$ cat config.mk
export PLATFORM = sky130hd
export DESIGN_NAME = fdr_queue
export DESIGN_NICKNAME = d
export VERILOG_FILES = /design/src/rtl/fdr_pkg.sv /design/src/rtl/fdr_queue.sv
export SDC_FILE = /design/constraint.sdc
export NUM_CORES = 1
export LEC_CHECK = 0
export BUFFER_PORTS_ARGS = -buffer_cell sky130_fd_sc_hd__buf_2
export CAP_MARGIN = 40
export CORE_MARGIN = 2
export CORE_UTILIZATION = 39
export DETAILED_ROUTE_END_ITERATION = 8
export GPL_TIMING_DRIVEN = 0
export PLACE_DENSITY_LB_ADDON = 0.2
export REMOVE_ABC_BUFFERS = 1
export SETUP_SLACK_MARGIN = 0.3
export SYNTH_ARGS = -nofsm -noshare
export SYNTH_HDL_FRONTEND = slang
export SYNTH_SLANG_ARGS = --single-unit
$ cat constraint.sdc
create_clock -name clk -period 2.5 [get_ports clk]
set_input_delay 0.375 -clock clk [delete_from_list [all_inputs] [get_ports clk]]
set_output_delay 0.375 -clock clk [all_outputs]
set_load 0.02 [all_outputs]
$ cat src/rtl/fdr_pkg.sv
// Shared types and constants of the dielectric Fresnel reflectance block.
// No dependencies; fdr_front, fdr_queue, fdr_back and the top import this package.
package fdr_pkg;

	// Field widths and fixed-point formats
	localparam int COS_W    = 16;               // signed Q1.15 cosine
	localparam int COS_FRAC = 15;
	localparam int ETA_W    = 16;               // unsigned Q4.12 index
	localparam int WORK     = 30;               // internal Q30 fraction
	localparam int CI_W     = COS_W + (WORK - COS_FRAC); // Q30 value up to 1.0
	localparam int PROD_W   = ETA_W + CI_W;     // index times Q30 value
	localparam int OUT_W    = 16;
	localparam int OUT_FRAC = 15;

	localparam logic [OUT_W-1:0] OUT_ONE = OUT_W'(1) << OUT_FRAC;

	// Configuration registers
	localparam int REG_IDX_W = 1;
	typedef enum logic [REG_IDX_W-1:0] {
		REG_ETA_INCIDENT    = 1'b0,
		REG_ETA_TRANSMITTED = 1'b1
	} fdr_reg_t;

	localparam logic [ETA_W-1:0] ETA_I_RST = 16'd4096;
	localparam logic [ETA_W-1:0] ETA_T_RST = 16'd6144;

	// Depth of the queue between front and back
	localparam int QUEUE_DEPTH = 4;

	// Classified item: cosine magnitude and the indices after the side swap
	typedef struct packed {
		logic [COS_W-1:0] cin;
		logic [ETA_W-1:0] ei;
		logic [ETA_W-1:0] et;
	} fdr_item_t;

endpackage

$ cat src/rtl/fdr_queue.sv
// Short FIFO between the front end and the arithmetic back end.
// Depends on fdr_pkg for the item type.
module fdr_queue
	import fdr_pkg::*;
#(
	parameter int DEPTH = QUEUE_DEPTH
) (
	input  logic      clk,
	input  logic      arst_n,
	input  logic      push,
	input  fdr_item_t push_item,
	output logic      in_ready,
	input  logic      pop,
	output logic      out_vld,
	output fdr_item_t out_item
);

	localparam int PTR_W = (DEPTH > 1) ? $clog2(DEPTH) : 1;
	localparam int CNT_W = $clog2(DEPTH + 1);

	fdr_item_t        mem_q [DEPTH];
	logic [PTR_W-1:0] wr_ptr_q;
	logic [PTR_W-1:0] rd_ptr_q;
	logic [CNT_W-1:0] count_q;

	assign in_ready = (count_q != CNT_W'(DEPTH));
	assign out_vld  = (count_q != '0);
	assign out_item = mem_q[rd_ptr_q];

	// Store pushed items
	always_ff @(posedge clk) begin
		if (push) begin
			mem_q[wr_ptr_q] <= push_item;
		end
	end

	// Advance pointers and fill count
	always_ff @(posedge clk or negedge arst_n) begin
		if (!arst_n) begin
			wr_ptr_q <= '0;
			rd_ptr_q <= '0;
			count_q  <= '0;
		end else begin
			if (push) begin
				wr_ptr_q <= (wr_ptr_q == PTR_W'(DEPTH - 1)) ? '0 : wr_ptr_q + PTR_W'(1);
			end
			if (pop) begin
				rd_ptr_q <= (rd_ptr_q == PTR_W'(DEPTH - 1)) ? '0 : rd_ptr_q + PTR_W'(1);
			end
			count_q <= count_q + CNT_W'(push) - CNT_W'(pop);
		end
	end

`ifndef SYNTHESIS
	a_count_bound: assert property (@(posedge clk) disable iff (!arst_n)
		count_q <= CNT_W'(DEPTH))
		else $error("queue fill count beyond depth");

	a_count_track: assert property (@(posedge clk) disable iff (!arst_n)
		1'b1 |=> count_q == $past(count_q) + CNT_W'($past(push)) - CNT_W'($past(pop)))
		else $error("queue fill count lost track of push and pop");
`endif

endmodule

==> results of run 1 <==
-- registers in the layout, indices dropped and copies added, names as in the netlist --
name and count:
rd_ptr_q 2, count_q 3, mem_q 192, wr_ptr_q 2
-- area by class of cell --
type                       instances  area, µm²
tap                              234        293
fill                            1613       9800
clock buffer                      17        425
multi-input combinational         71       1300
clock inverter                    15        150
inverter                           6       22.5
sequential                       199       5950
timing repair buffer             110        699
-- critical path, stage by stage, from the launching register on --
cell     delay [ns]
dfrtp_4        0.51
buf_16         0.21
mux4_2         0.54
buf_2          0.18
-- cell families after synthesis --
kind of cell / share of synthesized area (%)
flip-flops: 80.4
buffers and inverters: 2.18
AND/OR/NAND/NOR: 0.711
adder cells (fa/ha/maj): 1.46
XOR/XNOR: 0.237
AO/OA/AOI/OAI: 0.135
multiplexers: 14.9
-- where the power goes --
part	switching (mW)	internal (mW)	total, mW
registers	0.200	4.30	4.50
clock network	1.17	1.48	2.66
logic	1.87	1.54	3.41
-- worst min path at each step --
stage	to	cells after the start	slack [ns]	start
2_1_floorplan	count_q[0]$_DFF_PN0_	0	0.08	arst_n
3_3_place_gp	count_q[0]$_DFF_PN0_	1	0.23	arst_n
3_5_place_dp	count_q[0]$_DFF_PN0_	1	0.23	arst_n
4_1_cts	mem_q[2][14]$_DFFE_PP_	1	0.14	push_item[14]
5_1_grt	mem_q[1][30]$_DFFE_PP_	1	0.14	push_item[30]
6_report	mem_q[2][24]$_DFFE_PP_	1	0.16	push_item[24]
-- per-stage QoR --
step	power (mW)	worst slack, ns	hold WS, ns	instance area [µm²]
finish	10.6	0.270	0.163	8840
global route	11.1	0.201	0.143	8840
floorplan	6.71	-0.614	0.0794	7250
detailed placement	7.80	0.303	0.231	8120
CTS	10.8	0.230	0.140	8840
global placement	7.72	-1.69	0.226	8050
-- cell usage in the layout (no fill, tap or decap), types with 4 or more instances in the layout --
cell	count
clkinv_2	4
edfxtp_1	192
mux4_2	48
and2_4	4
inv_6	4
buf_6	9
dfrtp_1	5
ha_1	7
clkbuf_16	17
buf_2	94
inv_1	6
-- what timing repair did --
| action | CTS | global route |
|---|---|---|
| gates cloned | 1 | 0 |
| hold endpoints to repair | 7 | 0 |
| buffers inserted | 5 | 0 |
| pin swaps | 0 | 0 |
| hold buffers | 1 | 0 |
| endpoints found under the setup margin | 48 | 48 |
| gates resized for setup | 20 | 0 |
-- routing by layer --
| layer | wire length, µm | up-vias | part of all wire (%) | GRT usage [%] |
|---|---|---|---|---|
| li1 | - | 1457 | - | - |
| met1 | 5290 | 1670 | 41 | 16.0 |
| met2 | 6790 | 87 | 52 | 23.9 |
| met3 | 713 | 14 | 5.5 | 4.56 |
| met4 | 159 | 0 | 1.2 | 4.74 |
| met5 | 0 | - | 0 | 0 |
==> metrics.cfg, run 1 <==
[sta]
report.final.setup_viol = 0
clock_skew_ns = 0.00932
final_hold_viol_count = 0
tns_ns = 0
fmax_ghz = 0.448
tightestPinTransition_ns = 0.788
maxSlewViolCount = 0
fin_crit_sh_pct = 89.2
slew_headroom_pct = 47.5
finalCriticalPeriod_ns = 2.23
rsz0062_at_grt = yes

[floorplan]
die_h_um = 142
num_rows = 50
ios = 102
design.die.area_um2 = 20100
coreArea_um2 = 18600
die_x_um = 142
start_util_pct = 39.7

[detailed_routing]
dr.pass1.iters = 6
drtAntennaViolNets = 0
drc = 0
post_drt_wl_per_cell_um = 19.9
drt_iter0_markers = 112
vias = 3228
drt-vias-per-instance = 4.95
drt-total-wl_mm = 13.0

[global_route]
grt_max_degree = 49
grt_remaining_overflow = 0
grt_pass1_vias = 3565
antenna_found_initial = 0
grtUsageTotal_pct = 13.7
grt_pass1_wl_mm = 19.6

[run]
maxCapViolCount = 0

[critical_path]
rrSetupSlack_ns = 0.77
timing.rr.start = wr_ptr_q[0]$_DFFE_PN0P_
r2r_end = mem_q[0][22]$_DFFE_PP_
startpoint = rd_ptr_q[0]$_DFFE_PN0P_
critical_path.endpoint = out_item[3]
required_ns = 2.12
critPathCaptureType = output pin
setup.worst_path.start_class = flip-flop
crit_fanout = 16
rr_worst_depth = 3
critPathKind = flip-flop to output pin
cp.arrival_ns = 1.86

[power]
irDropWorstVdd_mv = 0.532
powerDensity_nw_per_um2 = 1190
p_leak_nw = 3.05

[logic_synthesis]
ys_top_cells_by_area = edfxtp_1 (78%), mux4_2 (15%), dfrtp_1 (2.4%)
synthCells = 287
ys_seq_elements = 199
yosysTopAreaCell = edfxtp_1
synth.most_common_cell = edfxtp_1
synth_top_area_share_pct = 78.0
synth_cell_types = 20
ys_seq_area_share_pct = 80.4
yosys_most_used_dff = edfxtp_1
synth_edf_count = 192
yosysWarnings = 0
ys_top_cells_by_count = edfxtp_1 (192), mux4_2 (48), dfrtp_1 (7), ha_1 (7), inv_1 (6)
syn_area_per_cell_um2 = 25.8
syn_area_um2 = 7390
synthArstFlopShare_pct = 3.52

[cts]
cts_max_level = 4
clk_latency_ns = 0.42
cts_root_buffer = clkbuf_16
clock-sinks = 199
clock_path_buffers = 2
numCtsBuffers = 17
cts_tree = done
path_clk_slew_ns = 0.07

[cells_and_area]
syn_to_final_growth_pct = 19.6
utilization_pct = 47.4
drive_above_1_share_pct = 46.9
fin_cells = 652
diodes = 0
num-nets-final = 465

[placement]
dp_cells = 613
hpwl_mm = 7.06
io_buffers = 101
gp_congestion = 0.647

[run_status]
status = completed

[worst_hold_path]
hold_path_class = primary input to flip-flop

Power figures use the tool's default switching activity.
==> run 2: changes to the inputs <==
--- a/config.mk
+++ b/config.mk
@@ -13,7 +13,7 @@
 export GPL_TIMING_DRIVEN = 0
 export PLACE_DENSITY_LB_ADDON = 0.2
 export REMOVE_ABC_BUFFERS = 1
-export SETUP_SLACK_MARGIN = 0.3
+export SETUP_SLACK_MARGIN = 0.2
 export SYNTH_ARGS = -nofsm -noshare
 export SYNTH_HDL_FRONTEND = slang
 export SYNTH_SLANG_ARGS = --single-unit
==> constraint.sdc (replaced) <==
create_clock -name clk -period 2.5 [get_ports clk]
set_input_delay 0.375 -clock clk [delete_from_list [all_inputs] [get_ports clk]]
set_output_delay 0.375 -clock clk [all_outputs]
set_load 0.1 [all_outputs]
==> run 2 against run 1 <==
Net effect:
- maximum frequency is 2.3% lower
- worst setup slack lost 0.051 ns
- register-to-register slack hardly changed
- final cell count fell by 0.15%
- non-clock buffer count fell by 1
- clock skew rose by 0.0011 ns
- via count fell by 0.87%
- hold slack better by 0.0032 ns
- global-route usage is 0.18 points lower
- first-iteration DRC count down 23%
- design area increased by 1.6%
- sequential cell count unchanged
- critical path type unchanged
==> metrics.cfg, run 2 (same netlist as run 1, synthesis figures left out) <==
[cells_and_area]
num-nets-final = 464
most-common-layout-cells = edfxtp_1 (192), buf_2 (53), mux4_2 (48)
diodes = 0
final_common_cell = edfxtp_1
reg.largest.list = mem_q: 192 flops, count_q: 3 flops
fillers = 1577
multi_input_area_um2 = 1300
fin_cells = 651
syn_to_final_growth_pct = 21.5
largest_reg_flops = 192
final-seq-area_um2 = 5950
drive_above_1_share_pct = 46.8
largest-register = mem_q

[detailed_routing]
post_drt_wl_per_cell_um = 19.9
vias = 3200
dr.pass1.iters = 4
drc = 0
drt_iter0_markers = 86
drt-vias-per-instance = 4.92
drtAntennaViolNets = 0
drt-total-wl_mm = 12.9

[floorplan]
die_h_um = 142
coreArea_um2 = 18600
ios = 102
start_util_pct = 39.7
design.die.area_um2 = 20100
die_x_um = 142
num_rows = 50

[cts]
clk_latency_ns = 0.42
cts_max_level = 4
cts_root_buffer = clkbuf_16
numCtsBuffers = 17
clock_path_buffers = 2
clock-sinks = 199
cts_tree = done
path_clk_slew_ns = 0.07

[placement]
hpwl_mm = 7.06
dp_cells = 613
gp_congestion = 0.647
io_buffers = 101

[sta]
slew_headroom_pct = 47.0
tightestPinTransition_ns = 0.795
fin_crit_sh_pct = 91.3
clock_skew_ns = 0.0104
rsz0062_at_grt = yes
final_hold_viol_count = 0
report.final.setup_viol = 0
finalCriticalPeriod_ns = 2.28
fmax_ghz = 0.438
maxSlewViolCount = 0

[worst_hold_path]
hp-start = push_item[30]
hold_path_class = primary input to flip-flop

[critical_path]
cp.arrival_ns = 1.91
setup.worst_path.start_class = flip-flop
critPathCaptureType = output pin
critPathKind = flip-flop to output pin
crit_fanout = 10
timing.rr.start = wr_ptr_q[1]$_DFFE_PN0P_
startpoint = rd_ptr_q[0]$_DFFE_PN0P_
required_ns = 2.12

[global_route]
grt_max_degree = 49
grt_remaining_overflow = 0
grtUsageTotal_pct = 13.5
antenna_found_initial = 0
grt_pass1_wl_mm = 19.4
grt_pass1_vias = 3554

[run_status]
status = completed

[run]
maxCapViolCount = 0

## run 2: stage by stage
step	cell area, µm²	setup TNS [ns]	utilization [%]	setup WS [ns]	hold slack, ns
4_1_cts	8890	0	47.7	0.127	0.140
5_1_grt	8980	0	48.2	0.134	0.143
3_5_place_dp	8120	0	43.5	0.168	0.231
2_1_floorplan	7250	-39.91	-	-0.817	0.0794
3_3_place_gp	8050	-226.22	43.2	-1.83	0.226
6_report	8980	0	48.2	0.218	0.166
## run 2: critical path: stages, from the launching register on
cell     delay (ns)
dfrtp_4        0.48
buf_4          0.14
buf_12         0.14
mux4_2         0.53
buf_8          0.19
## run 2: timing repair
item,CTS,global route
setup endpoints to repair,48,48
buffers inserted,4,0
gates resized for setup,56,19
hold buffers,1,0
cloned,0,1
endpoints found under the hold margin,7,0
## run 2: area by class of cell
| type | instances | area share [%] |
|---|---|---|
| Clock buffer | 17 | 4.73 |
| Clock inverter | 15 | 1.67 |
| Inverter | 6 | 0.251 |
| Multi-Input combinational cell | 71 | 14.5 |
| Sequential cell | 199 | 66.2 |
| Tap cell | 234 | 3.26 |
| Timing Repair Buffer | 109 | 9.40 |
## run 2: layer usage
metal,share of wire (%),up-vias,routed length (µm),track usage (%)
met2,53,76,6810,23.4
li1,-,1453,-,-
met3,5.2,13,669,4.66
met5,0,-,0,0
met1,41,1658,5310,15.9
met4,1.2,0,160,4.74
## run 2: worst paths after layout
path / to / slack, ns / cells after the start
setup / recovery: out_item[27] / 0.22 / 4
hold / removal: mem_q[1][30]$_DFFE_PP_ / 0.17 / 1
setup reg to reg: mem_q[1][34]$_DFFE_PP_ / 0.78 / 3
hold reg to reg: count_q[2]$_DFF_PN0_ / 0.62 / 2
max in group asynchronous: rd_ptr_q[1]$_DFFE_PN0P_ / 1.98 / 2
min in group asynchronous: count_q[0]$_DFF_PN0_ / 0.31 / 2
Power of run 2 is left out: the tool's default activity adds up to more than one toggle a clock period on the data nets, which glitch-free logic cannot reach.
==> run 3: changes to the inputs <==
--- a/config.mk
+++ b/config.mk
@@ -5,7 +5,7 @@
 export SDC_FILE = /design/constraint.sdc
 export NUM_CORES = 1
 export LEC_CHECK = 0
-export BUFFER_PORTS_ARGS = -buffer_cell sky130_fd_sc_hd__buf_2
+export BUFFER_PORTS_ARGS = -buffer_cell sky130_fd_sc_hd__buf_4
 export CAP_MARGIN = 40
 export CORE_MARGIN = 2
 export CORE_UTILIZATION = 39
==> run 3 against run 2 <==
Net effect:
- utilization rose by 1.0 points
- design area is 2.1% higher
- register-to-register slack about the same
- critical path type unchanged
==> metrics.cfg, run 3 (same netlist as run 1, synthesis figures left out) <==
[placement]
gp_congestion = 0.653
hpwl_mm = 7.00
io_buffers = 101
dp_cells = 613

[global_route]
grt_pass1_wl_mm = 19.9
grt_pass1_vias = 3559
antenna_found_initial = 0
grtUsageTotal_pct = 13.8
grt_remaining_overflow = 0
grt_max_degree = 49

[cts]
path_clk_slew_ns = 0.07
clock_path_buffers = 2
clock-sinks = 199
numCtsBuffers = 17
cts_root_buffer = clkbuf_16
cts_tree = done
clk_latency_ns = 0.42
cts_max_level = 4

[cells_and_area]
largest-register = mem_q
final_common_cell = edfxtp_1
fin_cells = 653
most-common-layout-cells = edfxtp_1 (192), buf_4 (75), mux4_2 (48)
diodes = 0
syn_to_final_growth_pct = 24.1
drive_above_1_share_pct = 46.8
reg.largest.list = mem_q: 192 flops, count_q: 3 flops
num-nets-final = 466
largest_reg_flops = 192

[detailed_routing]
wl_met1_mm = 5.73
drt-vias-per-instance = 4.97
dr.pass1.iters = 4
route.met3.wl_um = 658
drt-total-wl_mm = 13.3
drt_iter0_markers = 176
post_drt_wl_per_cell_um = 20.4
vias = 3243
highest_layer = met4
drc = 0
drtAntennaViolNets = 0
dr_wl_met2_mm = 6.77

[floorplan]
coreArea_um2 = 18600
design.die.area_um2 = 20100
num_rows = 50
die_x_um = 142
die_h_um = 142
ios = 102
start_util_pct = 39.7

[critical_path]
critPathCaptureType = output pin
rr_worst_depth = 3
r2r_end = mem_q[2][20]$_DFFE_PP_
startpoint = rd_ptr_q[0]$_DFFE_PN0P_
crit_fanout = 16
crit_chain = clkbuf_16 -> mux4_2 -> buf_4
setup.worst_path.start_class = flip-flop
critPathKind = flip-flop to output pin
cp_slowest_cell = mux4_2
critical_path.endpoint = out_item[16]
cp.arrival_ns = 1.92
timing.rr.start = wr_ptr_q[0]$_DFFE_PN0P_
required_ns = 2.12
rrSetupSlack_ns = 0.77
crit_path_max_incr_delay_ns = 0.51

[sta]
maxSlewViolCount = 0
tightestPinTransition_ns = 0.796
slew_headroom_pct = 46.9
fmax_ghz = 0.437
final_hold_viol_count = 0
finalCriticalPeriod_ns = 2.29
report.final.setup_viol = 0
clock_skew_ns = 0.00488
fin_crit_sh_pct = 91.6
rsz0062_at_grt = yes

[run]
maxCapViolCount = 0

[run_status]
status = completed

[worst_hold_path]
hold_path_class = primary input to flip-flop

-- run 3: changes by cell type in the layout (fill, tap and decap cells not counted), moves of 3 or more --
| cell | change |
|---|---|
| buf_2 | -53 |
| buf_4 | +47 |
| buf_6 | +7 |
| clkbuf_1 | +3 |
| inv_6 | -3 |
-- run 3: how the worst min path moves through the flow --
stage | from | end | cells past startpoint
6_report | push_item[9] | mem_q[2][9]$_DFFE_PP_ | 1
5_1_grt | push_item[28] | mem_q[1][28]$_DFFE_PP_ | 1
4_1_cts | push_item[28] | mem_q[0][28]$_DFFE_PP_ | 1
3_5_place_dp | arst_n | count_q[0]$_DFF_PN0_ | 1
3_3_place_gp | arst_n | count_q[0]$_DFF_PN0_ | 1
2_1_floorplan | arst_n | count_q[0]$_DFF_PN0_ | 0
-- run 3: stage by stage --
step / utilization (%) / setup slack, ns / hold slack, ns / area (µm²) / setup TNS (ns)
final: 49.2 / 0.210 / 0.147 / 9170 / 0
after global routing: 49.2 / 0.128 / 0.123 / 9170 / 0
after CTS: 48.6 / 0.111 / 0.124 / 9050 / 0
after detailed placement: 44.9 / 0.229 / 0.201 / 8370 / 0
after global placement: 44.6 / -1.76 / 0.197 / 8310 / -221.40
after floorplan: - / -0.817 / 0.0794 / 7250 / -39.91
-- run 3: timing repair --
item | CTS | global route
resized for setup | 14 | 18
gates cloned | 0 | 2
setup endpoints to repair | 48 | 43
endpoints found under the hold margin | 7 | 0
setup buffers | 5 | 0
hold buffers | 1 | 0
-- run 3: worst max-delay path, delay by kind of cell, from the launching register on --
kind	cells	cell delay, ns
buffers and inverters	2	0.49
DFF	1	0.48
muxes	1	0.51
-- run 3: routing by layer --
layer	vias up	global-route usage [%]
li1	1451	-
met1	1683	16.5
met2	93	23.4
met3	16	4.86
met4	0	4.58
met5	-	0
-- run 3: cell type report --
cell class	count	area [µm²]
repair buffers	111	1050
clock inverters	10	97.6
fillers	1505	9470
multi-input cells	71	1300
inverters	6	22.5
clock buffers	22	464
flip-flops and latches	199	5950
well taps	234	293
Power of run 3 is left out for the same reason.
