**config.mk**
```make
export PLATFORM = sky130hd
export DESIGN_NAME = fdr_front
export DESIGN_NICKNAME = d
export VERILOG_FILES = /design/src/rtl/fdr_pkg.sv /design/src/rtl/fdr_front.sv
export SDC_FILE = /design/constraint.sdc
export NUM_CORES = 1
export LEC_CHECK = 0
export BUFFER_PORTS_ARGS = -buffer_cell sky130_fd_sc_hd__clkbuf_2
export CAP_MARGIN = 10
export CORE_MARGIN = 3
export CORE_UTILIZATION = 40
export CTS_CLUSTER_DIAMETER = 50
export DETAILED_ROUTE_END_ITERATION = 12
export PLACE_DENSITY = 0.65
export SLEW_MARGIN = 30
export SYNTH_ARGS = -nofsm -noshare
export SYNTH_HDL_FRONTEND = slang
export SYNTH_SLANG_ARGS = --single-unit
```
**constraint.sdc**
```tcl
create_clock -name clk -period 2.7 [get_ports clk]
set_clock_uncertainty 0.15 [all_clocks]
set_input_delay 0.135 -clock clk [delete_from_list [all_inputs] [get_ports clk]]
set_output_delay 0.135 -clock clk [all_outputs]
set_load 0.03 [all_outputs]
```
**src/rtl/fdr_pkg.sv**
```systemverilog
// Shared types and constants of the dielectric Fresnel reflectance block.
// No dependencies; fdr_front, fdr_queue, fdr_back and the top import this package.
package fdr_pkg;

	// Field widths and fixed-point formats
	localparam int COS_W    = 16;               // signed Q1.15 cosine
	localparam int COS_FRAC = 15;
	localparam int ETA_W    = 16;               // unsigned Q4.12 index
	localparam int WORK     = 30;               // internal Q30 fraction
	localparam int CI_W     = COS_W + (WORK - COS_FRAC); // Q30 value up to 1.0
	localparam int PROD_W   = ETA_W + CI_W;     // index times Q30 value
	localparam int OUT_W    = 16;
	localparam int OUT_FRAC = 15;

	localparam logic [OUT_W-1:0] OUT_ONE = OUT_W'(1) << OUT_FRAC;

	// Configuration registers
	localparam int REG_IDX_W = 1;
	typedef enum logic [REG_IDX_W-1:0] {
		REG_ETA_INCIDENT    = 1'b0,
		REG_ETA_TRANSMITTED = 1'b1
	} fdr_reg_t;

	localparam logic [ETA_W-1:0] ETA_I_RST = 16'd4096;
	localparam logic [ETA_W-1:0] ETA_T_RST = 16'd6144;

	// Depth of the queue between front and back
	localparam int QUEUE_DEPTH = 4;

	// Classified item: cosine magnitude and the indices after the side swap
	typedef struct packed {
		logic [COS_W-1:0] cin;
		logic [ETA_W-1:0] ei;
		logic [ETA_W-1:0] et;
	} fdr_item_t;

endpackage

```
**src/rtl/fdr_front.sv**
```systemverilog
// Front end: index registers and classification of each incoming cosine.
// Depends on fdr_pkg.
module fdr_front
	import fdr_pkg::*;
(
	input  logic                 clk,
	input  logic                 arst_n,
	input  logic                 wr_en,
	input  logic [REG_IDX_W-1:0] wr_index,
	input  logic [ETA_W-1:0]     wr_data,
	input  logic [COS_W-1:0]     cos_incident,
	output fdr_item_t            item
);

	logic [ETA_W-1:0] eta_i_q;
	logic [ETA_W-1:0] eta_t_q;
	logic             neg;
	logic             exiting;

	// Write the index registers
	always_ff @(posedge clk or negedge arst_n) begin
		if (!arst_n) begin
			eta_i_q <= ETA_I_RST;
			eta_t_q <= ETA_T_RST;
		end else if (wr_en) begin
			unique case (fdr_reg_t'(wr_index))
				REG_ETA_INCIDENT:    eta_i_q <= wr_data;
				REG_ETA_TRANSMITTED: eta_t_q <= wr_data;
				default: ;
			endcase
		end
	end

	// Classify: a cosine of zero or below leaves the medium, so swap the indices.
	// The magnitude never exceeds 1.0 in Q1.15 (only the most negative code reaches it).
	assign neg     = cos_incident[COS_W-1];
	assign exiting = neg || (cos_incident == '0);

	always_comb begin
		item.cin = neg ? COS_W'(~cos_incident + COS_W'(1)) : cos_incident;
		item.ei  = exiting ? eta_t_q : eta_i_q;
		item.et  = exiting ? eta_i_q : eta_t_q;
	end

endmodule

```
==> metrics.md, run 1 <==
| Metric | Value |
|---|---|
| Core ar. | 4850 um2 |
| Layout cell share with drive strength beyond 1 | 0.643 |
| Most area-hungry cell type in the Yosys netlist | dfrtp_1 |
| Maximum capacitance violations | 0 |
| Non-Filler Instances | 325 |
| Mean routed wirelength per cell | 12.8 um |
| Nets | 294 |
| Post-Synthesis Cells | 155 |
| Die Wd | 77.8 um |
| # DRC | 0 |
| Final hold violations | 0 |
| Worst setup path start | cos_incident[0] |
| Die Y | 77.8 um |
| Asr flop ratio synth | 1.00 |
| Power Total | 0.00165 W |
| HPWL Detailed | 3170 um |
| Detailed Routing Iterations Pass 1 | 3 |
| Length in cells of the worst reg-to-reg path | 1 |
| Number of synthesized register bits | 32 |
| Port bufs | 83 |
| Pwr dens | 591 nW/um2 |
| Placer Congestion | 0.766 |
| Max IR drop VDD | 0.301 mV |
| Total global routing overflow | 0 |
| Clk network pwr share | 0.223 |
| Initial DRC count | 45 |
| Clk buf depth | 2 |
| WP data arrival | 1.78 ns |
| Initial core utilization | 0.426 |
| Ant. Diodes | 0 |
| TritonCTS clock tree | done |
| Sw frac | 0.359 |
| Tightest Pin Transition | 0.778 ns |
| FILL cells | 419 |
| Dominant synthesized flop cell | dfrtp_1 |
| WP buf/inv | 4 |
| Fmax | 0.485 GHz |
| Period utilization | 0.764 |
| GR Util All Layers | 0.143 |
| CP Cell Sequence | clkbuf_2 > inv_1 > ha_1 > and3_1 > a31oi_4 > buf_4 > mux2_4 > clkbuf_2 |
| Critical Path RT | 2.41 ns |
| Final setup violation count | 0 |
| Worst Hold Class | input pin to async pin |
| IO Pins | 84 |
| Row count | 25 |
| Syn nets | 192 |
| First-pass GRT wire length | 6980 um |
| Power Internal | 0.00106 W |
| Status | completed |
| Crit path time final | 2.06 ns |
| Post-synth top area share | 0.352 |
| Reg2reg end | eta_i_q[3] |
| Net switching power of the design | 0.000591 W |
| Reg2reg start | eta_i_q[3] |
| Logic pwr share | 0.408 |
| Routed wire length | 4180 um |
| Clock Root Buffer | clkbuf_8 |
| R2R Setup Slk | 1.76 ns |
| Number of global-route vias before repair | 1554 |
| P&R area growth vs syn | 35.2% |
| PostCTS Resize Cnt | 0 |
| Placed cell count | 300 |
| Post-synth EDFFs | 0 |
| Critical Path Sink Type | primary output |
| Syn. warnings | 0 |
| Max-slew headroom | 0.481 |
| Top-count cell post-synth | mux2_2 |
| DIE AREA | 6060 um2 |
| Crit path max-delay family | buffers and inverters |
| Sequential fraction of the synthesis area | 0.390 |
| # H-tree levels | 2 |
| P_leak | 1.34 nW |
| Reg area | 805 um2 |
| Pins Over Slew Limit | 0 |
| Initial antenna violation count | 0 |
| Top cells by area, synth | dfrtp_1 35%, mux2_4 22%, mux2_2 19% |
| Syn Std Cell Area | 2060 um2 |
| Routed vias | 1543 |
| Area of the multi-input gates | 1190 um2 |
| Critical path's slowest cell | buf_4 |
| Reg clk slew, reported paths | 0.07 ns |
| Synth unique cells | 28 |
| Setup tns final | 0 ns |
| Cell mode on critical path | clkbuf_2 |
| Pin count of the biggest net entering global routing | 33 |
| TritonCTS Buffers | 5 |
| Critical path launch point type | input pin |
| Crit-path max cell delay | 0.36 ns |
| Worst-skew pair later-pin latency | 0.27 ns |
| Crit Path Category | input pin to primary output |
| Sequential share of power | 0.369 |
| RSZ-0062 raised after global routing | no |
| Mean post-synth cell area | 13.3 um2 |
| Via density | 4.75 |
| Clk sink count | 32 |
| Most frequent cells after synthesis | 34 x mux2_2, 30 x mux2_4, 29 x dfrtp_1 |
| CP Max Fanout | 20 |
| Post-route ant nets | 0 |
[state kept, by name (all words and copies together) (netlist names)]
| signal | count |
|---|---|
| eta_i_q | 16 |
| eta_t_q | 16 |
[cells in the final DEF (no fill, tap or decap)]
master	netlist	layout
clkbuf_2	0	83
mux2_2	34	34
mux2_4	30	30
dfrtp_1	29	29
dlygate4sd3_1	0	17
xnor2_1	13	13
nand2_1	10	10
clkbuf_8	0	6
o21ai_0	5	5
nor2_1	3	3
o31ai_1	3	3
dfstp_2	3	3
buf_4	1	3
inv_1	2	2
nand2b_1	2	2
clkinv_2	0	2
nor4_4	1	1
nor4_2	1	1
nor3_2	1	1
and3_1	1	1
a31oi_4	1	1
nand4_1	1	1
o41ai_2	1	1
or3_1	1	1
nand3_1	1	1
o41ai_1	1	1
nor3_1	1	1
nor2b_1	1	1
ha_1	1	1
[layer usage]
metal / global-route usage / routed length, um / vias to the layer above
met5: 0 / 0 / -
met4: 0.0480 / 72 / 0
met3: 0.0383 / 268 / 6
met2: 0.248 / 2040 / 57
met1: 0.169 / 1800 / 713
li1: - / - / 767
[through the flow]
step	util	area [um2]	setup slack [ns]	hold slack [ns]
after floorplan	-	2060	1.05	-0.311
after global placement	0.521	2530	0.640	0.110
after detailed placement	0.521	2530	0.626	0.113
after CTS	0.575	2790	0.626	0.307
after global routing	0.575	2790	0.550	0.339
final	0.575	2790	0.637	0.313
[power by group through the flow]
stage	logic (W)	clock network (W)	registers [W]
2_1_floorplan	0.000498	0	0.000602
3_3_place_gp	0.000654	0	0.000614
3_5_place_dp	0.000659	0	0.000619
4_1_cts	0.000679	0.000386	0.000610
5_1_grt	0.000714	0.000406	0.000620
6_report	0.000673	0.000367	0.000608
[how the worst max path moves through the flow]
| stage | cells past startpoint | endpoint | slack, ns |
|---|---|---|---|
| finish | 8 | item[11] | 0.64 |
| global route | 8 | item[11] | 0.55 |
| CTS | 8 | item[21] | 0.63 |
| detailed placement | 8 | item[21] | 0.63 |
| global placement | 8 | item[21] | 0.64 |
| floorplan | 6 | item[0] | 1.05 |
[final cells by class]
type | count | share of cell area
tap | 67 | 0.0300
clock inverter | 2 | 0.00359
sequential | 32 | 0.288
inverter | 2 | 0.00269
multi-input combinational | 113 | 0.428
clock buffer | 6 | 0.0296
timing repair buffer | 103 | 0.218
[cell families after synthesis]
group	after synthesis	share of synthesized area
AOI/OAI and AO/OA	11	0.0455
xor gates and xnor gates	13	0.0552
adders and majority gates	1	0.00606
buffers and inverters	10	0.0315
DFF	32	0.390
muxes	64	0.404
and+or+nand+nor	24	0.0679
[what timing repair did]
action,4_1_cts,5_1_grt
endpoints found under the hold margin,61,0
setup buffers,0,0
hold buffers,17,0
(Power assumes the default switching activity.)
==> run 2, diff against run 1 <==
==> constraint.sdc (replaced) <==
create_clock -name clk -period 2.15 [get_ports clk]
set_clock_uncertainty 0.15 [all_clocks]
set_input_delay 0.1075 -clock clk [delete_from_list [all_inputs] [get_ports clk]]
set_output_delay 0.1075 -clock clk [all_outputs]
set_load 0.03 [all_outputs]
==> metrics.md, run 2 (same netlist as run 1, synthesis figures left out) <==
| Metric | Value |
|---|---|
| Clk sink count | 32 (unchanged) |
| Routed vias | 1574 (+2.0%) |
| Via density | 4.80 (+1.1%) |
| Final hold violations | 0 (unchanged) |
| TritonCTS Buffers | 5 (unchanged) |
| Critical path launch point type | input pin |
| WP data arrival | 1.61 ns (-0.17 ns) |
| Cell mode on critical path | clkbuf_2 |
| Clock Root Buffer | clkbuf_8 |
| PostCTS Resize Cnt | 0 (unchanged) |
| Period utilization | 0.870 |
| Reg clk slew, reported paths | 0.06 ns (about the same) |
| Final setup violation count | 0 (unchanged) |
| DIE AREA | 6060 um2 (unchanged) |
| GR Util All Layers | 0.138 (-0.00506) |
| Port bufs | 83 (unchanged) |
| Row count | 25 (unchanged) |
| Commonest non-fill, non-tap cell in the layout | clkbuf_2 |
| Pwr dens | 776 nW/um2 (+31%) |
| IO Pins | 84 (unchanged) |
| Pin count of the biggest net entering global routing | 33 (unchanged) |
| Length in cells of the worst reg-to-reg path | 1 (unchanged) |
| # DRC | 0 (unchanged) |
| Crit-path max cell delay | 0.31 ns (-0.05 ns) |
| Initial DRC count | 31 (-31%) |
| Status | completed |
| CP Max Fanout | 18 (-10%) |
| Commonest non-fill, non-tap cells in the layout | 83 x clkbuf_2, 34 x mux2_2, 30 x mux2_4, 29 x dfrtp_1, 17 x dlygate4sd3_1 |
| Worst setup path start | cos_incident[11] |
| P&R area growth vs syn | 39.2% |
| WHS | 0.275 ns (-0.0385 ns) |
| # H-tree levels | 2 (unchanged) |
| Maximum capacitance violations | 0 (unchanged) |
| FILL cells | 410 (-2.1%) |
| Worst Hold Class | input pin to register |
| Tightest Pin Transition | 0.753 ns (-0.0248 ns) |
| Core ar. | 4850 um2 (unchanged) |
| TritonCTS clock tree | done |
| Mean routed wirelength per cell | 12.2 um (-4.9%) |
| RSZ-0062 raised after global routing | no |
| First-pass GRT wire length | 6730 um (-3.5%) |
| Critical Path RT | 1.89 ns (-0.52 ns) |
| Nets | 297 (+1.0%) |
| Placer Congestion | 0.815 (+6.4%) |
| Ant. Diodes | 0 (unchanged) |
| Fmax | 0.534 GHz |
| Crit Path Category | input pin to primary output |
| Total global routing overflow | 0 (unchanged) |
| P_leak | 1.38 nW (+2.8%) |
| R2R Setup Slk | 1.22 ns (-0.54 ns) |
| Critical path's slowest cell | nor4_2 |
| Detailed Routing Iterations Pass 1 | 5 (+2) |
| Crit path time final | 1.87 ns |
| Initial antenna violation count | 0 (unchanged) |
| Hold Crit Start | wr_en |
| Critical Path Sink Type | primary output |
| Die Wd | 77.8 um (unchanged) |
| Number of global-route vias before repair | 1507 (-3.0%) |
| Max-slew headroom | 0.498 (+0.0165) |
| Reg2reg start | eta_i_q[8] |
| Pins Over Slew Limit | 0 (unchanged) |
| Max IR drop VDD | 0.393 mV (+30%) |
| Slack of the critical path | 0.279 ns (-0.358 ns) |
| Hold Crit Depth | 4 |
| Clk buf depth | 2 (unchanged) |
| Setup tns final | 0 ns (unchanged) |
| Initial core utilization | 0.426 (unchanged) |
| CP Cell Sequence | clkbuf_2 > nor4_2 > and3_1 > a31oi_4 > buf_12 > mux2_4 > clkbuf_2 |
| Post-route ant nets | 0 (unchanged) |
| Biggest regs | eta_i_q: 16 flops, eta_t_q: 16 flops |
| Worst-skew pair later-pin latency | 0.27 ns (about the same) |
| Place WS | 0.253 ns (-0.373 ns) |
| Routed wire length | 4010 um (-4.0%) |
| Layout cell share with drive strength beyond 1 | 0.648 (+0.00410) |
| Die Y | 77.8 um (unchanged) |
-- run 2: cell count changes in the layout (fill, tap and decap cells not counted) --
cell	delta
buf_12	+2
buf_4	+1
bufinv_16	+1
clkbuf_8	+1
clkinv_2	-2
-- run 2: layout make-up --
| cell class | instances | area [um2] | share of cell area |
|---|---|---|---|
| clock buffer | 7 | 96.3 | 0.0336 |
| sequential | 32 | 805 | 0.280 |
| clock inverter | 1 | 30.0 | 0.0105 |
| inverter | 2 | 7.51 | 0.00261 |
| multi-input combinational | 113 | 1190 | 0.416 |
| tap | 67 | 83.8 | 0.0292 |
| timing repair buffer | 106 | 656 | 0.228 |
-- run 2: worst max-delay path: cells and delay by family --
kind                   cells  cell delay (ns)
AO/OA/AOI/OAI              1             0.13
buffers and inverters      3             0.53
multiplexers               1             0.30
AND/OR/NAND/NOR            2             0.56
-- run 2: power by group --
| group | internal (W) | switching, W | leakage, nW | total, W |
|---|---|---|---|---|
| logic | 0.000381 | 0.000468 | 0.944 | 0.000849 |
| clock network | 0.000409 | 0.000207 | 0.0645 | 0.000616 |
| registers | 0.000699 | 0.0000647 | 0.372 | 0.000763 |
| total | 0.00149 | 0.000740 | 1.38 | 0.00223 |
-- run 2: layer usage --
metal | wire [um] | global-route usage | vias to the layer above
met5 | 0 | 0 | -
met4 | 34 | 0.0374 | 0
met3 | 248 | 0.0325 | 4
met2 | 2000 | 0.241 | 61
met1 | 1720 | 0.168 | 739
li1 | - | - | 770
-- run 2: worst paths after layout --
path                               endpoint
worst max-delay path               item[25]
worst min-delay path             eta_t_q[1]
worst max register to register   eta_i_q[8]
worst min register to register  eta_i_q[15]
max in group asynchronous        eta_t_q[8]
min in group asynchronous        eta_i_q[6]
-- run 2: what timing repair did --
action                                 4_1_cts  5_1_grt
endpoints found under the hold margin       61        0
hold buffers                                17        0
buffers inserted                             0        0
setup endpoints to repair                    0        0
-- run 2: through the flow --
step                 util  area, um2  std cells  power [W]
floorplan               -       2060        155    0.00138
global placement    0.531       2570        303    0.00160
detailed placement  0.531       2570        303    0.00161
CTS                 0.592       2870        328    0.00226
global route        0.592       2870        328    0.00235
finish              0.592       2870        328    0.00223
==> run 3, diff against run 2 <==
--- a/config.mk
+++ b/config.mk
@@ -7,11 +7,13 @@
 export LEC_CHECK = 0
 export BUFFER_PORTS_ARGS = -buffer_cell sky130_fd_sc_hd__clkbuf_2
 export CAP_MARGIN = 10
+export CELL_PAD_IN_SITES_DETAIL_PLACEMENT = 1
+export CELL_PAD_IN_SITES_GLOBAL_PLACEMENT = 1
 export CORE_MARGIN = 3
-export CORE_UTILIZATION = 40
+export CORE_UTILIZATION = 37
 export CTS_CLUSTER_DIAMETER = 50
 export DETAILED_ROUTE_END_ITERATION = 12
-export PLACE_DENSITY = 0.65
+export PLACE_DENSITY = 0.76
 export SLEW_MARGIN = 30
 export SYNTH_ARGS = -nofsm -noshare
 export SYNTH_HDL_FRONTEND = slang
==> metrics.md, run 3 (same netlist as run 1, synthesis figures left out) <==
| Metric | Value |
|---|---|
| Routed wire length | 5040 um (+26%) |
| Pin count of the biggest net entering global routing | 33 (unchanged) |
| Initial antenna violation count | 0 (unchanged) |
| Critical path launch point type | input pin |
| WHS | 0.281 ns (+0.00623 ns) |
| Worst Hold Class | input pin to register |
| Clock Root Buffer | clkbuf_8 |
| Tightest Pin Transition | 0.800 ns (+0.0473 ns) |
| Clk buf depth | 2 (unchanged) |
| R2R Setup Slk | 1.20 ns (-0.02 ns) |
| Layout cell share with drive strength beyond 1 | 0.645 (-0.00247) |
| RSZ-0062 raised after global routing | no |
| Post-CTS Setup Bufs | 0 (unchanged) |
| Worst setup path start | cos_incident[0] |
| Period utilization | 0.908 (+0.0377) |
| # DRC | 0 (unchanged) |
| First-pass GRT wire length | 8050 um (+19%) |
| Placer Congestion | 0.751 (-7.8%) |
| Maximum capacitance violations | 0 (unchanged) |
| GR Util All Layers | 0.159 (+0.0213) |
| Total global routing overflow | 0 (unchanged) |
| Commonest non-fill, non-tap cells in the layout | 83 x clkbuf_2, 34 x mux2_2, 30 x mux2_4, 29 x dfrtp_1, 17 x dlygate4sd3_1 |
| Initial core utilization | 0.394 (-0.0316) |
| Number of global-route vias before repair | 1673 (+11%) |
| Crit Path Category | input pin to primary output |
| Via density | 4.71 (-1.8%) |
| Commonest non-fill, non-tap cell in the layout | clkbuf_2 |
| Die Y | 80.7 um (+3.7%) |
| Final hold violations | 0 (unchanged) |
| Hold Crit Depth | 4 (unchanged) |
| Row count | 26 (+4.0%) |
| Reg2reg end | eta_t_q[3] |
| Reg clk slew, reported paths | 0.07 ns (about the same) |
| CP Capture Point | item[7] |
| Length in cells of the worst reg-to-reg path | 1 (unchanged) |
| Post-route ant nets | 0 (unchanged) |
| TritonCTS clock tree | done |
| P&R area growth vs syn | 38.2% |
| HPWL Detailed | 3720 um |
| Die Wd | 80.7 um (+3.7%) |
| Critical Path RT | 1.89 ns (about the same) |
| Max IR drop VDD | 0.341 mV (-13%) |
| Hold Crit Start | wr_index |
| Nets | 298 (+0.34%) |
| Biggest regs | eta_i_q: 16 flops, eta_t_q: 16 flops |
| WP data arrival | 1.69 ns (+0.08 ns) |
| IO Pins | 84 (unchanged) |
| Ant. Diodes | 0 (unchanged) |
| Crit path time final | 1.95 ns (+0.0811 ns) |
| Detailed Routing Iterations Pass 1 | 4 (-1) |
| Pwr dens | 767 nW/um2 (-1.2%) |
| Worst-skew pair later-pin latency | 0.27 ns (about the same) |
| Mean routed wirelength per cell | 15.2 um (+24%) |
| Final setup violation count | 0 (unchanged) |
| Reg2reg start | eta_t_q[3] |
| Status | completed |
| # H-tree levels | 2 (unchanged) |
| Clk sink count | 32 (unchanged) |
| Critical Path Sink Type | primary output |
| Port bufs | 83 (unchanged) |
| Pins Over Slew Limit | 0 (unchanged) |
| Max-slew headroom | 0.466 (-0.0315) |
| Setup tns final | 0 ns (unchanged) |
| Core ar. | 5240 um2 (+8.0%) |
| CP Max Fanout | 14 (-4) |
| P_leak | 1.37 nW (-0.66%) |
| DIE AREA | 6510 um2 (+7.5%) |
| Initial DRC count | 45 (+45%) |
| Routed vias | 1564 (-0.64%) |
| TritonCTS Buffers | 5 (unchanged) |
| Fmax | 0.512 GHz (-4.2%) |
## run 3: cell types whose count changed in the layout (fill, tap and decap cells not counted), sizes merged
cell    delta
clkbuf     -1
clkinv     +1
buf        +1
## run 3: cell type report
type | instances | area (um2)
Clock inverter | 2 | 35.0
Timing Repair Buffer | 107 | 651
Multi-Input combinational cell | 113 | 1190
Clock buffer | 6 | 72.6
Tap cell | 70 | 87.6
Sequential cell | 32 | 805
Fill cell | 572 | 2390
Inverter | 2 | 7.51
## run 3: metrics by stage
step / area (um2) / worst slack, ns / instances / utilization / total power [W]
2_1_floorplan: 2060 / 0.552 / 155 / - / 0.00138
5_1_grt: 2850 / 0.0789 / 332 / 0.544 / 0.00230
6_report: 2850 / 0.198 / 332 / 0.544 / 0.00219
4_1_cts: 2850 / 0.193 / 332 / 0.544 / 0.00221
3_3_place_gp: 2570 / 0.213 / 307 / 0.491 / 0.00160
3_5_place_dp: 2570 / 0.197 / 307 / 0.491 / 0.00162
## run 3: worst min path at each step
stage,slack (ns),end
after floorplan,-0.34,eta_i_q[0]
final,0.28,eta_i_q[1]
after global routing,0.30,eta_i_q[1]
after CTS,0.28,eta_i_q[14]
after detailed placement,0.08,eta_t_q[7]
after global placement,0.08,eta_t_q[7]
## run 3: per-layer routing
metal	global-route usage	vias up	wire, um
met5	0	-	0
met4	0.0456	0	70
met3	0.0359	6	292
met2	0.286	48	2560
met1	0.187	743	2110
li1	-	767	-
## run 3: what timing repair did
action,in CTS,in global routing
endpoints found under the setup margin,0,0
hold buffers,17,0
resized for setup,0,0
endpoints found under the hold margin,61,0
## run 3: worst max-delay path, stage by stage
cell and delay [ns]:
clkbuf_2 0.11, inv_1 0.04, ha_1 0.21, and3_1 0.18, a31oi_4 0.22, buf_4 0.30, mux2_4 0.33, clkbuf_2 0.19
## run 3: where the power goes
part           total [W]  switching, W  internal, W
Combinational   0.000862      0.000482     0.000380
Sequential      0.000768     0.0000690     0.000699
Clock           0.000557      0.000213     0.000344
Total            0.00219      0.000764      0.00142
